## config.mk

```make
export PLATFORM = sky130hd
export DESIGN_NAME = lqr_drive_with_stall_detect
export DESIGN_NICKNAME = d
export VERILOG_FILES = /design/src/hw/rtl/lqrds_pkg.sv /design/src/hw/rtl/lqr_drive_with_stall_detect.sv /design/src/hw/rtl/lqrds_mul.sv
export VERILOG_INCLUDE_DIRS = /design/src /design/src/hw/rtl
export SDC_FILE = /design/constraint.sdc
export NUM_CORES = 2
export LEC_CHECK = 0
export ABC_CLOCK_PERIOD_IN_PS = 12000
export BUFFER_PORTS_ARGS = -buffer_cell sky130_fd_sc_hd__buf_2
export CORE_UTILIZATION = 50
export CTS_BUF_LIST = sky130_fd_sc_hd__clkbuf_2 sky130_fd_sc_hd__clkbuf_4 sky130_fd_sc_hd__clkbuf_8
export CTS_CLUSTER_DIAMETER = 30
export DETAILED_ROUTE_END_ITERATION = 10
export GPL_TIMING_DRIVEN = 1
export PLACE_DENSITY = 0.67
export SLEW_MARGIN = 20
export SYNTH_ARGS = -nofsm -noshare
export SYNTH_HDL_FRONTEND = slang
export SYNTH_SLANG_ARGS = --single-unit
```

## constraint.sdc

```tcl
create_clock -name clk -period 12 [get_ports clk]
set_input_delay 1.2 -clock clk [delete_from_list [all_inputs] [get_ports clk]]
set_output_delay 1.2 -clock clk [all_outputs]
set_load 0.01 [all_outputs]
```

## src/hw/rtl/lqr_drive_with_stall_detect_assert.svh

```systemverilog
// Assertion macros shared by the drive controller RTL.
`ifndef LQR_DRIVE_WITH_STALL_DETECT_ASSERT_SVH
`define LQR_DRIVE_WITH_STALL_DETECT_ASSERT_SVH

// Same-cycle implication, sampled on clk and disabled while arst_n is low.
`define LQRDS_ASSERT_IMP(label, ante, cons) \
	label: assert property (@(posedge clk) disable iff (!arst_n) (ante) |-> (cons)) \
		else $error("lqrds: implication check failed");

// Next-cycle implication, sampled on clk and disabled while arst_n is low.
`define LQRDS_ASSERT_NXT(label, ante, cons) \
	label: assert property (@(posedge clk) disable iff (!arst_n) (ante) |=> (cons)) \
		else $error("lqrds: next-cycle check failed");

`endif

```

## src/hw/rtl/lqrds_pkg.sv

```systemverilog
// Shared widths, types, constants and rounding helpers for the drive controller.
`timescale 1ns / 1ps
`default_nettype none

package lqrds_pkg;

	localparam int unsigned DATA_W    = 32;
	localparam int unsigned OPA_W     = 33;
	localparam int unsigned OPB_W     = 32;
	localparam int unsigned PROD_W    = OPA_W + OPB_W;
	localparam int unsigned ACC_W     = 48;
	localparam int unsigned CNT_W     = 9;
	localparam int unsigned CFG_IDX_W = 3;

	typedef logic signed [DATA_W-1:0] data_t;
	typedef logic signed [OPA_W-1:0]  opa_t;
	typedef logic signed [OPB_W-1:0]  opb_t;
	typedef logic signed [PROD_W-1:0] prod_t;
	typedef logic signed [ACC_W-1:0]  acc_t;

	// pi/180 as unsigned Q0.32; positive, so it also fits the signed operand.
	localparam opb_t RAD_PER_DEG = 32'sd74961321;

	localparam logic [CNT_W-1:0] STALL_LIMIT = 9'd500;
	localparam logic [CNT_W-1:0] STALL_SAT   = 9'd511;

	localparam logic [1:0] MODE_RATE  = 2'd1;
	localparam logic [1:0] MODE_ANGLE = 2'd2;

	localparam logic [CFG_IDX_W-1:0] REG_MODE  = 3'd0;
	localparam logic [CFG_IDX_W-1:0] REG_GAIN1 = 3'd1;
	localparam logic [CFG_IDX_W-1:0] REG_GAIN2 = 3'd2;
	localparam logic [CFG_IDX_W-1:0] REG_DMAX  = 3'd3;
	localparam logic [CFG_IDX_W-1:0] REG_DMIN  = 3'd4;

	// Arithmetic shift right by 32, rounding to nearest with ties toward +infinity.
	function automatic opa_t round_shr32(input prod_t p);
		prod_t s;
		s = p + {{(PROD_W-32){1'b0}}, 1'b1, 31'b0};
		return s[32 +: OPA_W];
	endfunction

	// Arithmetic shift right by 16 with the same rounding; the result fits ACC_W.
	function automatic acc_t round_shr16(input prod_t p);
		prod_t s;
		s = p + {{(PROD_W-16){1'b0}}, 1'b1, 15'b0};
		return s[16 +: ACC_W];
	endfunction

endpackage

`default_nettype wire

```

## src/hw/rtl/lqr_drive_with_stall_detect.sv

```systemverilog
// Top level of the state-feedback drive controller with stall detection.
//
//   channel   signals                                   direction
//   input     in_valid/in_ready, angle_deg, rate_dps,   request in
//             target, feedforward
//   output    out_valid/out_ready, drive, stalled       request out
//   config    cfg_we, cfg_index, cfg_data               write only
//
// A request passes a stall-check step, then a multiply and a round step for each of
// the two (rate mode) or four (angle mode) products on the single shared multiplier,
// then a clamp. An unsupported mode goes from acceptance straight to the clamp.
// The block takes one request at a time.
// The clamp cycle waits while the output register holds a result not yet taken.
// Reset is asynchronous and clears the configuration, stall history and handshakes.
`timescale 1ns / 1ps
`default_nettype none
`include "lqr_drive_with_stall_detect_assert.svh"

module lqr_drive_with_stall_detect (
	input  logic                                 clk,
	input  logic                                 arst_n,
	input  logic                                 cfg_we,
	input  logic [lqrds_pkg::CFG_IDX_W-1:0]      cfg_index,
	input  logic [lqrds_pkg::DATA_W-1:0]         cfg_data,
	input  logic                                 in_valid,
	output logic                                 in_ready,
	input  lqrds_pkg::data_t                     angle_deg,
	input  lqrds_pkg::data_t                     rate_dps,
	input  lqrds_pkg::data_t                     target,
	input  lqrds_pkg::data_t                     feedforward,
	output logic                                 out_valid,
	input  logic                                 out_ready,
	output lqrds_pkg::data_t                     drive,
	output logic                                 stalled
);
	import lqrds_pkg::*;

	localparam logic [2:0] S_IDLE  = 3'd0;
	localparam logic [2:0] S_CHECK = 3'd1;
	localparam logic [2:0] S_MUL   = 3'd2;
	localparam logic [2:0] S_RND   = 3'd3;
	localparam logic [2:0] S_CLAMP = 3'd4;

	logic [2:0]       state_q;
	logic [1:0]       op_q;
	logic [1:0]       mode_q;
	data_t            gain1_q, gain2_q, dmax_q, dmin_q;
	data_t            prev_tgt_q, prev_drive_q;
	logic [CNT_W-1:0] stall_cnt_q;
	logic             stall_flag_q;
	logic             out_valid_q;

	data_t angle_q, rate_q, tgt_q;
	opa_t  rad_q;
	acc_t  acc_q;
	data_t drive_q;
	logic  stalled_q;

	logic  in_acc;
	logic  mode_ok;
	logic  is_rate;
	logic  out_free;
	logic  last_term;

	assign in_ready = (state_q == S_IDLE);
	assign in_acc   = in_valid && in_ready;
	assign mode_ok  = (mode_q == MODE_RATE) || (mode_q == MODE_ANGLE);
	assign is_rate  = (mode_q == MODE_RATE);
	assign out_free = !out_valid_q || out_ready;

	// Stall check, evaluated on the registered sample.
	data_t             meas;
	logic [OPA_W-1:0]  pd_ext, abs_pd, tg_ext, abs_ref, diff, abs_diff;
	logic [OPA_W+9:0]  pd_x1000;
	logic [OPA_W+4:0]  diff_x20, ref_x19;
	logic              skip, over;
	logic [CNT_W-1:0]  cnt_inc, cnt_nxt;
	logic              flag_nxt;

	always_comb begin
		meas     = is_rate ? rate_q : angle_q;
		pd_ext   = {prev_drive_q[DATA_W-1], prev_drive_q};
		abs_pd   = pd_ext[OPA_W-1] ? -pd_ext : pd_ext;
		tg_ext   = {prev_tgt_q[DATA_W-1], prev_tgt_q};
		abs_ref  = tg_ext[OPA_W-1] ? -tg_ext : tg_ext;
		diff     = tg_ext - {meas[DATA_W-1], meas};
		abs_diff = diff[OPA_W-1] ? -diff : diff;
		// 1000x = 1024x - 16x - 8x; a negative upper clamp never skips on a small drive.
		pd_x1000 = ({10'b0, abs_pd} << 10) - ({10'b0, abs_pd} << 4)
			- ({10'b0, abs_pd} << 3);
		skip     = (!dmax_q[DATA_W-1] && (pd_x1000 < {11'b0, dmax_q}))
			|| (abs_ref <= 33'd6);
		diff_x20 = ({5'b0, abs_diff} << 4) + ({5'b0, abs_diff} << 2);
		ref_x19  = ({5'b0, abs_ref} << 4) + ({5'b0, abs_ref} << 1) + {5'b0, abs_ref};
		over     = diff_x20 > ref_x19;
		cnt_inc  = (stall_cnt_q == STALL_SAT) ? stall_cnt_q : stall_cnt_q + 9'd1;
		cnt_nxt  = over ? cnt_inc : '0;
		flag_nxt = over ? stall_flag_q : 1'b0;
		if (cnt_nxt > STALL_LIMIT) begin
			flag_nxt = 1'b1;
		end
	end

	// Operand selection for the shared multiplier.
	opa_t  mul_a;
	opb_t  mul_b;
	prod_t prod;

	always_comb begin
		case (op_q)
			2'd0: begin
				mul_a = is_rate ? ({rate_q[DATA_W-1], rate_q} - {tgt_q[DATA_W-1], tgt_q})
					: ({angle_q[DATA_W-1], angle_q} - {tgt_q[DATA_W-1], tgt_q});
				mul_b = RAD_PER_DEG;
			end
			2'd1: begin
				mul_a = rad_q;
				mul_b = gain1_q;
			end
			2'd2: begin
				mul_a = {rate_q[DATA_W-1], rate_q};
				mul_b = RAD_PER_DEG;
			end
			default: begin
				mul_a = rad_q;
				mul_b = gain2_q;
			end
		endcase
	end

	lqrds_mul u_mul (
		.clk  (clk),
		.en   (state_q == S_MUL),
		.a    (mul_a),
		.b    (mul_b),
		.prod (prod)
	);

	assign last_term = (op_q == 2'd3) || ((op_q == 2'd1) && is_rate);

	// Clamp; with an inverted range the lower bound wins.
	data_t clamped;
	acc_t  dmin_ext, dmax_ext;

	always_comb begin
		dmin_ext = {{(ACC_W-DATA_W){dmin_q[DATA_W-1]}}, dmin_q};
		dmax_ext = {{(ACC_W-DATA_W){dmax_q[DATA_W-1]}}, dmax_q};
		if (acc_q <= dmin_ext) begin
			clamped = dmin_q;
		end else if (acc_q >= dmax_ext) begin
			clamped = dmax_q;
		end else begin
			clamped = acc_q[DATA_W-1:0];
		end
	end

	// Control and architectural state.
	always_ff @(posedge clk or negedge arst_n) begin
		if (!arst_n) begin
			state_q      <= S_IDLE;
			op_q         <= '0;
			mode_q       <= MODE_ANGLE;
			gain1_q      <= '0;
			gain2_q      <= '0;
			dmax_q       <= '0;
			dmin_q       <= '0;
			prev_tgt_q   <= '0;
			prev_drive_q <= '0;
			stall_cnt_q  <= '0;
			stall_flag_q <= 1'b0;
			out_valid_q  <= 1'b0;
		end else begin
			if (cfg_we) begin
				unique case (cfg_index)
					REG_MODE:  mode_q  <= cfg_data[1:0];
					REG_GAIN1: gain1_q <= cfg_data;
					REG_GAIN2: gain2_q <= cfg_data;
					REG_DMAX:  dmax_q  <= cfg_data;
					REG_DMIN:  dmin_q  <= cfg_data;
					default: ;
				endcase
			end
			// In the clamp cycle the valid flag is handled below.
			if (out_valid_q && out_ready && (state_q != S_CLAMP)) begin
				out_valid_q <= 1'b0;
			end
			unique case (state_q)
				S_IDLE: begin
					if (in_acc) begin
						op_q    <= '0;
						state_q <= mode_ok ? S_CHECK : S_CLAMP;
					end
				end
				S_CHECK: begin
					if (!skip) begin
						stall_cnt_q  <= cnt_nxt;
						stall_flag_q <= flag_nxt;
					end
					state_q <= S_MUL;
				end
				S_MUL: begin
					state_q <= S_RND;
				end
				S_RND: begin
					if (!op_q[0] || !last_term) begin
						op_q    <= op_q + 2'd1;
						state_q <= S_MUL;
					end else begin
						state_q <= S_CLAMP;
					end
				end
				S_CLAMP: begin
					if (out_free) begin
						out_valid_q <= 1'b1;
						state_q     <= S_IDLE;
						if (mode_ok) begin
							prev_tgt_q   <= tgt_q;
							prev_drive_q <= clamped;
						end
					end
				end
				default: state_q <= S_IDLE;
			endcase
		end
	end

	// Sample, intermediate and result registers.
	always_ff @(posedge clk) begin
		if (in_acc) begin
			angle_q <= angle_deg;
			rate_q  <= rate_dps;
			tgt_q   <= target;
			acc_q   <= {{(ACC_W-DATA_W){feedforward[DATA_W-1]}}, feedforward};
		end
		if (state_q == S_RND) begin
			if (!op_q[0]) begin
				rad_q <= round_shr32(prod);
			end else begin
				acc_q <= acc_q - round_shr16(prod);
			end
		end
		if ((state_q == S_CLAMP) && out_free) begin
			stalled_q <= stall_flag_q;
			drive_q   <= (mode_ok && !stall_flag_q) ? clamped : '0;
		end
	end

	assign out_valid = out_valid_q;
	assign drive     = drive_q;
	assign stalled   = stalled_q;

	`LQRDS_ASSERT_IMP(a_flag_needs_count, stall_flag_q, stall_cnt_q > STALL_LIMIT)
	`LQRDS_ASSERT_IMP(a_count_sets_flag, stall_cnt_q > STALL_LIMIT, stall_flag_q)
	`LQRDS_ASSERT_IMP(a_stall_zero_drive, out_valid_q && stalled_q, drive_q == '0)
	`LQRDS_ASSERT_NXT(a_busy_after_accept, in_acc, !in_ready)
	`LQRDS_ASSERT_IMP(a_rate_two_terms, (state_q == S_MUL) && is_rate, op_q <= 2'd1)

endmodule

`default_nettype wire

```

## src/hw/rtl/lqrds_mul.sv

```systemverilog
// Shared signed multiplier with a registered product.
`timescale 1ns / 1ps
`default_nettype none

module lqrds_mul (
	input  logic             clk,
	input  logic             en,
	input  lqrds_pkg::opa_t  a,
	input  lqrds_pkg::opb_t  b,
	output lqrds_pkg::prod_t prod
);
	import lqrds_pkg::*;

	prod_t prod_q;

	always_ff @(posedge clk) begin
		if (en) begin
			prod_q <= a * b;
		end
	end

	assign prod = prod_q;

endmodule

`default_nettype wire

```

# ---- After elaboration in Yosys (flattened, before gate mapping)
# Cells that the tools add are included.
# Widths: inputs -> output; s select.
dict set report op_classes {
  n_eq_ne 19
  n_reduce_logical 33
  n_lt_le_gt_ge 6
  n_addsub 16
  mul 1
  muxes 27
  n_bitwise 2
}
# op count
set ops {}
lappend ops {{$mux 48} 3}
lappend ops {{$mux 33} 4}
lappend ops {{$neg 33->33} 3}
lappend ops {{$sub 32x32->33} 3}
lappend ops {{$mux 32} 3}
lappend ops {{$pmux 33 s2} 1}
lappend ops {{$add 65x32->65 const B} 1}
lappend ops {{$mul 33x32->65} 1}
lappend ops {{$add 64x16->64 const B} 1}
lappend ops {{$pmux 32 s2} 1}
lappend ops {{$ge 48x32->1} 1}
lappend ops {{$le 48x32->1} 1}
lappend ops {{$sub 48x48->48} 1}
lappend ops {{$lt 43x32->1} 1}
lappend ops {{$sub 43x36->43} 1}
lappend ops {{$sub 43x37->43} 1}
lappend ops {{$add 37x34->38} 1}
lappend ops {{$add 37x35->38} 1}
lappend ops {{$add 38x33->38} 1}
lappend ops {{$gt 38x38->1} 1}
lappend ops {{$le 33x3->1 const B} 1}
lappend ops {{$mux 9} 2}
lappend ops {{$reduce_and 2->1} 8}
lappend ops {{$pmux 3 s5} 1}
lappend ops {{25 further kinds} 61}
dict set report totals {
  output_inout_bits 35
  regBits 485
  input_bits 168
}

# ---- Longest topological paths before layout
dict set report logic_depth {
  ltp_word 11
  ltp_mapped 52
  depth_no_buf 49
}

# ---- Cells and area by module
# Synthesis repeated with hierarchy kept, for this count alone.
dict set report hier_totals {
  cells_unflattened 8270
  area_unflattened_um2 76453.3
}
# module cells_per_inst seq_area_each_um2 instances area_per_inst_um2
set by_module_without_submodules {}
lappend by_module_without_submodules {lqrds_mul 4128 1951.9 1 39542.9}
lappend by_module_without_submodules {lqr_drive_with_stall_detect 4142 11081.9 1 36910.4}

# ---- Worst setup path before layout
# No wires, ideal clock.
dict set report synth_timing {
  path_kind {register -> register}
  startpoint {reg mode_q[1]}
  endpoint {reg u_mul.prod_q[64], in the netlist u_mul.prod[64] (data pin)}
  path_stages_with_launch 48
  arrival_ps 11205
  t_required_ps 11740
  slack_ps 535
  period_less_slack_ps 11465
  setup_time_ps 260
  path_buffers 4
  path_cell_list {dfstp_2 inv_1 ha_1 buf_6 buf_4 mux2_2 inv_1 ha_1 inv_1 fa_1 maj3_1 o2111ai_1 and3_1 a211o_1 a2bb2oi_1 a21boi_1 a31o_2 o22ai_1 [... 12 more ...] fa_1 fa_1 inv_1 fa_1 fa_1 inv_1 ha_1 clkbuf_1 a21o_1 a21o_1 a21oi_1 nor2_1 o21ai_0 nand2b_1 a2111oi_0 o221ai_1 o211a_1 xnor2_1}
}
dict set report synth_via {
  elab_chain_len 4
}
# element line_no
set synth_lines {}
lappend synth_lines {{start: declaration} lqr_drive_with_stall_detect.sv:46} ;# logic [1:0] mode_q;
lappend synth_lines {{start signal: assignment} lqr_drive_with_stall_detect.sv:175} ;# REG_MODE: mode_q <= cfg_data[1:0];
lappend synth_lines {{$eq 2x1->1} lqr_drive_with_stall_detect.sv:68} ;# assign is_rate = (mode_q == MODE_RATE);
lappend synth_lines {{$mux 33} lqr_drive_with_stall_detect.sv:112} ;# mul_a = is_rate ? ({rate_q[DATA_W-1], rate_q} - {tgt_q[DATA_W-1], tgt_q})
lappend synth_lines {{$pmux 33 s2} lqr_drive_with_stall_detect.sv:110} ;# case (op_q)
lappend synth_lines {{$mul 33x32->65} lqrds_mul.sv:18} ;# prod_q <= a * b;
lappend synth_lines {{end signal: assignment} lqrds_mul.sv:18}
lappend synth_lines {{end: declaration} lqrds_mul.sv:14} ;# prod_t prod_q;
# Every way passes these cells.
# A chain may end at the register's enable or synchronous reset.

# ---- Worst setup path after layout
dict set report layout_timing {
  startpoint {reg mode_q[1]}
  endpoint {reg u_mul.prod_q[41], in the netlist u_mul.prod[41] (data pin)}
}
# Same word-level chain as after synthesis.

==> summary.md <==
| Metric | Value |
|---|---|
| Run status | `completed` |
| Ys async rst share | `44.7%` |
| Die width | `392 microns` |
| Headroom to the max-slew limit | `19.7%` |
| Worst-path clk slew | `60 ps` |
| Drt wl/cell | `24.0 microns` |
| Post-route minimum period | `11630 ps` |
| Post-Place Cell Area | `80000 sq um` |
| Detailed Route WL | `259000 microns` |
| Period utilization | `96.9%` |
| Critical path type | `register to register` |
| Final GP Congestion | `1.01` |
| Fin Setup TNS | `0 ps` |
| Fin nets | `10600` |
| CP Max Fanout | `14` |
| Setup violators final | `0` |
| Share of post-route cells with drive strength above 1 | `11.3%` |
| Clock sinks | `470` |
| F_max | `86.0 MHz` |
| First-pass GRT wire length | `392000 microns` |
| Num CTS Buffers | `121` |
| CP arrival | `12390 ps` |
| I/O Buffers | `202` |
| Largest area contributor in the netlist | `fa_1` |
| Actual slew at the worst max-slew pin | `1200 ps` |
| Starting Density | `50.5%` |
| Synth Register Bits | `470` |
| Synth Cell Area | `75900 sq um` |
| DRC viols | `0` |
| 1st-pass router iterations | `6` |
| Site row count | `142` |
| Commonest non-fill, non-tap cell in the layout | `inv_1` |
| Hpwl dp | `212000 microns` |
| Worst path slowest cell | `fa_1` |
| Initial antenna violation count | `25` |
| Final Hold Viols | `0` |
| TritonCTS clock tree | `built` |
| Maxcap violations | `0` |
| Post-route ant nets | `0` |
| Via count | `63100` |
| Top_reg_cell synth | `edfxtp_1` |
| Post-synthesis sequential area ratio | `16.6%` |
| Critical path endpoint category | `register` |
| # H-tree levels | `3` |
| Max-slew violations | `0` |
| Overall routing resource usage | `34.2%` |
| Worst Clk Skew | `64.6 ps` |
| Iter 0 DRT Violations | `5375` |
| Cell area after layout | `83600 sq um` |
| Min-delay worst type | `primary input to asynchronous set/reset pin` |
| Layout area overhead | `10.1%` |
| Vias in the first global route | `64300` |
| Die height | `392 microns` |
| Commonest cells after routing, fill and taps aside | `inv_1 (1442), fa_1 (1169), nand2_1 (1043)` |
| R2R depth | `46` |
| Top post-synthesis cells by area | `fa_1 (31%), ha_1 (9.3%), edfxtp_1 (8.4%)` |
| Clk buf depth | `3` |
| Crit path required time | `12760 ps` |
| Clock tree root driver cell | `clkbuf_8` |
| Gr ovfl total | `0` |
| Vias per cell | `5.85` |
| Avg Cell Area, Syn | `8.98 sq um` |
| Max stage delay on crit path | `540 ps` |
| Startpoint types | `register` |
| Top cell type's share of synthesized area | `30.9%` |
| CORE AREA | `150000 sq um` |
| Io pins | `203` |
| EDFF count, synth | `212` |
| Clock Latency Late Sink | `880 ps` |
| Distinct cells, synth | `118` |
| Largest net degree at the start of global routing | `97` |
| Die area | `153000 sq um` |
| Post-Syn Instances | `8454` |
| Synth warnings | `0` |
-- metrics by stage --
stage	hold WS, ps	util [%]	setup slack, ps	cells
5_1_grt	338	55.6	-19.7	10800
2_1_floorplan	439	-	535	8457
4_1_cts	289	55.4	12.1	10800
3_5_place_dp	495	53.2	-165	10500
6_report	309	55.6	368	10800
3_3_place_gp	490	53.2	-7.83	10500
-- critical path, delay by kind of cell (launching register included) --
kind,cells,cell delay (ps)
and+or+nand+nor,6,1140
buffers and inverters,11,880
xor gates and xnor gates,2,500
muxes,1,310
adders and majority gates,15,5960
DFF,1,510
AOI/OAI and AO/OA,11,2170
-- path summary, 6_finish.rpt --
| kind | start | endpoint | slack, ps |
|---|---|---|---|
| setup reg to reg | mode_q[1]$_DFFE_PN1P_ | u_mul.prod[41]$_DFFE_PP_ | 370 |
| hold / removal | arst_n | dmin_q[2]$_DFFE_PN0P_ | 310 |
| setup / recovery | mode_q[1]$_DFFE_PN1P_ | u_mul.prod[41]$_DFFE_PP_ | 370 |
| max in group asynchronous | arst_n | prev_tgt_q[24]$_DFFE_PN0P_ | 9390 |
| min in group clk | target[4] | tgt_q[4]$_DFFE_PP_ | 510 |
| hold reg to reg | gain1_q[8]$_DFFE_PN0P_ | gain1_q[8]$_DFFE_PN0P_ | 510 |
-- cell families after synthesis --
kind of cell	count (synthesis)	share of synthesized area [%]
buf+inv	1809	9.01
xor+xnor	414	4.80
flops	470	16.6
fa+ha+maj	1750	40.4
mux	217	3.21
simple gates	2485	14.4
compound gates	1307	11.6
other cells	2	0.00990
-- flip-flops by register name, indices dropped and copies added, names as in the netlist --
| register | cells |
|---|---|
| stalled | 1 |
| acc_q | 48 |
| prev_tgt_q | 32 |
| tgt_q | 32 |
| gain1_q | 32 |
| stall_flag_q | 1 |
| op_q | 2 |
| dmax_q | 32 |
| rate_q | 32 |
| angle_q | 32 |
| rad_q | 33 |
| gain2_q | 32 |
| u_mul.prod | 50 |
| stall_cnt_q | 9 |
| prev_drive_q | 32 |
| dmin_q | 32 |
| mode_q | 2 |
| out_valid | 1 |
| drive | 32 |
| state_q | 3 |
-- layout make-up --
class                           count  area, sq um
Fill cell                       13600        66700
Multi-Input combinational cell   6178        57000
Sequential cell                   470        12600
Inverter                         1449         5450
Timing Repair Buffer              428         2890
Tap cell                         2016         2520
Clock buffer                      146         1920
Clock inverter                     85         1230
Antenna cell                       13         32.5
-- metal layers --
layer	track usage (%)	wire length [microns]	vias to the layer above
met1	44.0	101000	31700
li1	-	-	27800
met3	9.21	26900	708
met5	0	126	-
met2	53.2	116000	2869
met4	16.7	14400	22
-- cells in the mapped netlist, types with 29 or more instances --
library cell  instances
xor2_1              147
o21a_1               55
ha_1                565
fa_1               1171
o31ai_1              29
and3_1               43
a211oi_1             36
nor2b_1              83
o21bai_1             32
inv_1              1444
a41o_1               34
clkbuf_1            306
mux2_2              170
nor4_1               48
xnor2_1             265
nand4_1              69
nand2b_1             55
nand3_1              76
and2_1               40
dfxtp_1              48
nor3_1               62
o21ai_0             240
dfrtp_1             209
nor2_1              824
a31oi_1              94
a21oi_1             321
nand2_1            1048
edfxtp_1            212
mux2i_1              41
a21o_1              188
-- what timing repair did --
item	in CTS	in global routing
pin swaps	0	14
resized for setup	5	48
hold buffers	0	0
cloned	0	0
buffers inserted	3	12
endpoints found under the setup margin	4	23
Power is left out: the tool's default activity adds up to more than one toggle a clock period on the data nets, which glitch-free logic cannot reach.
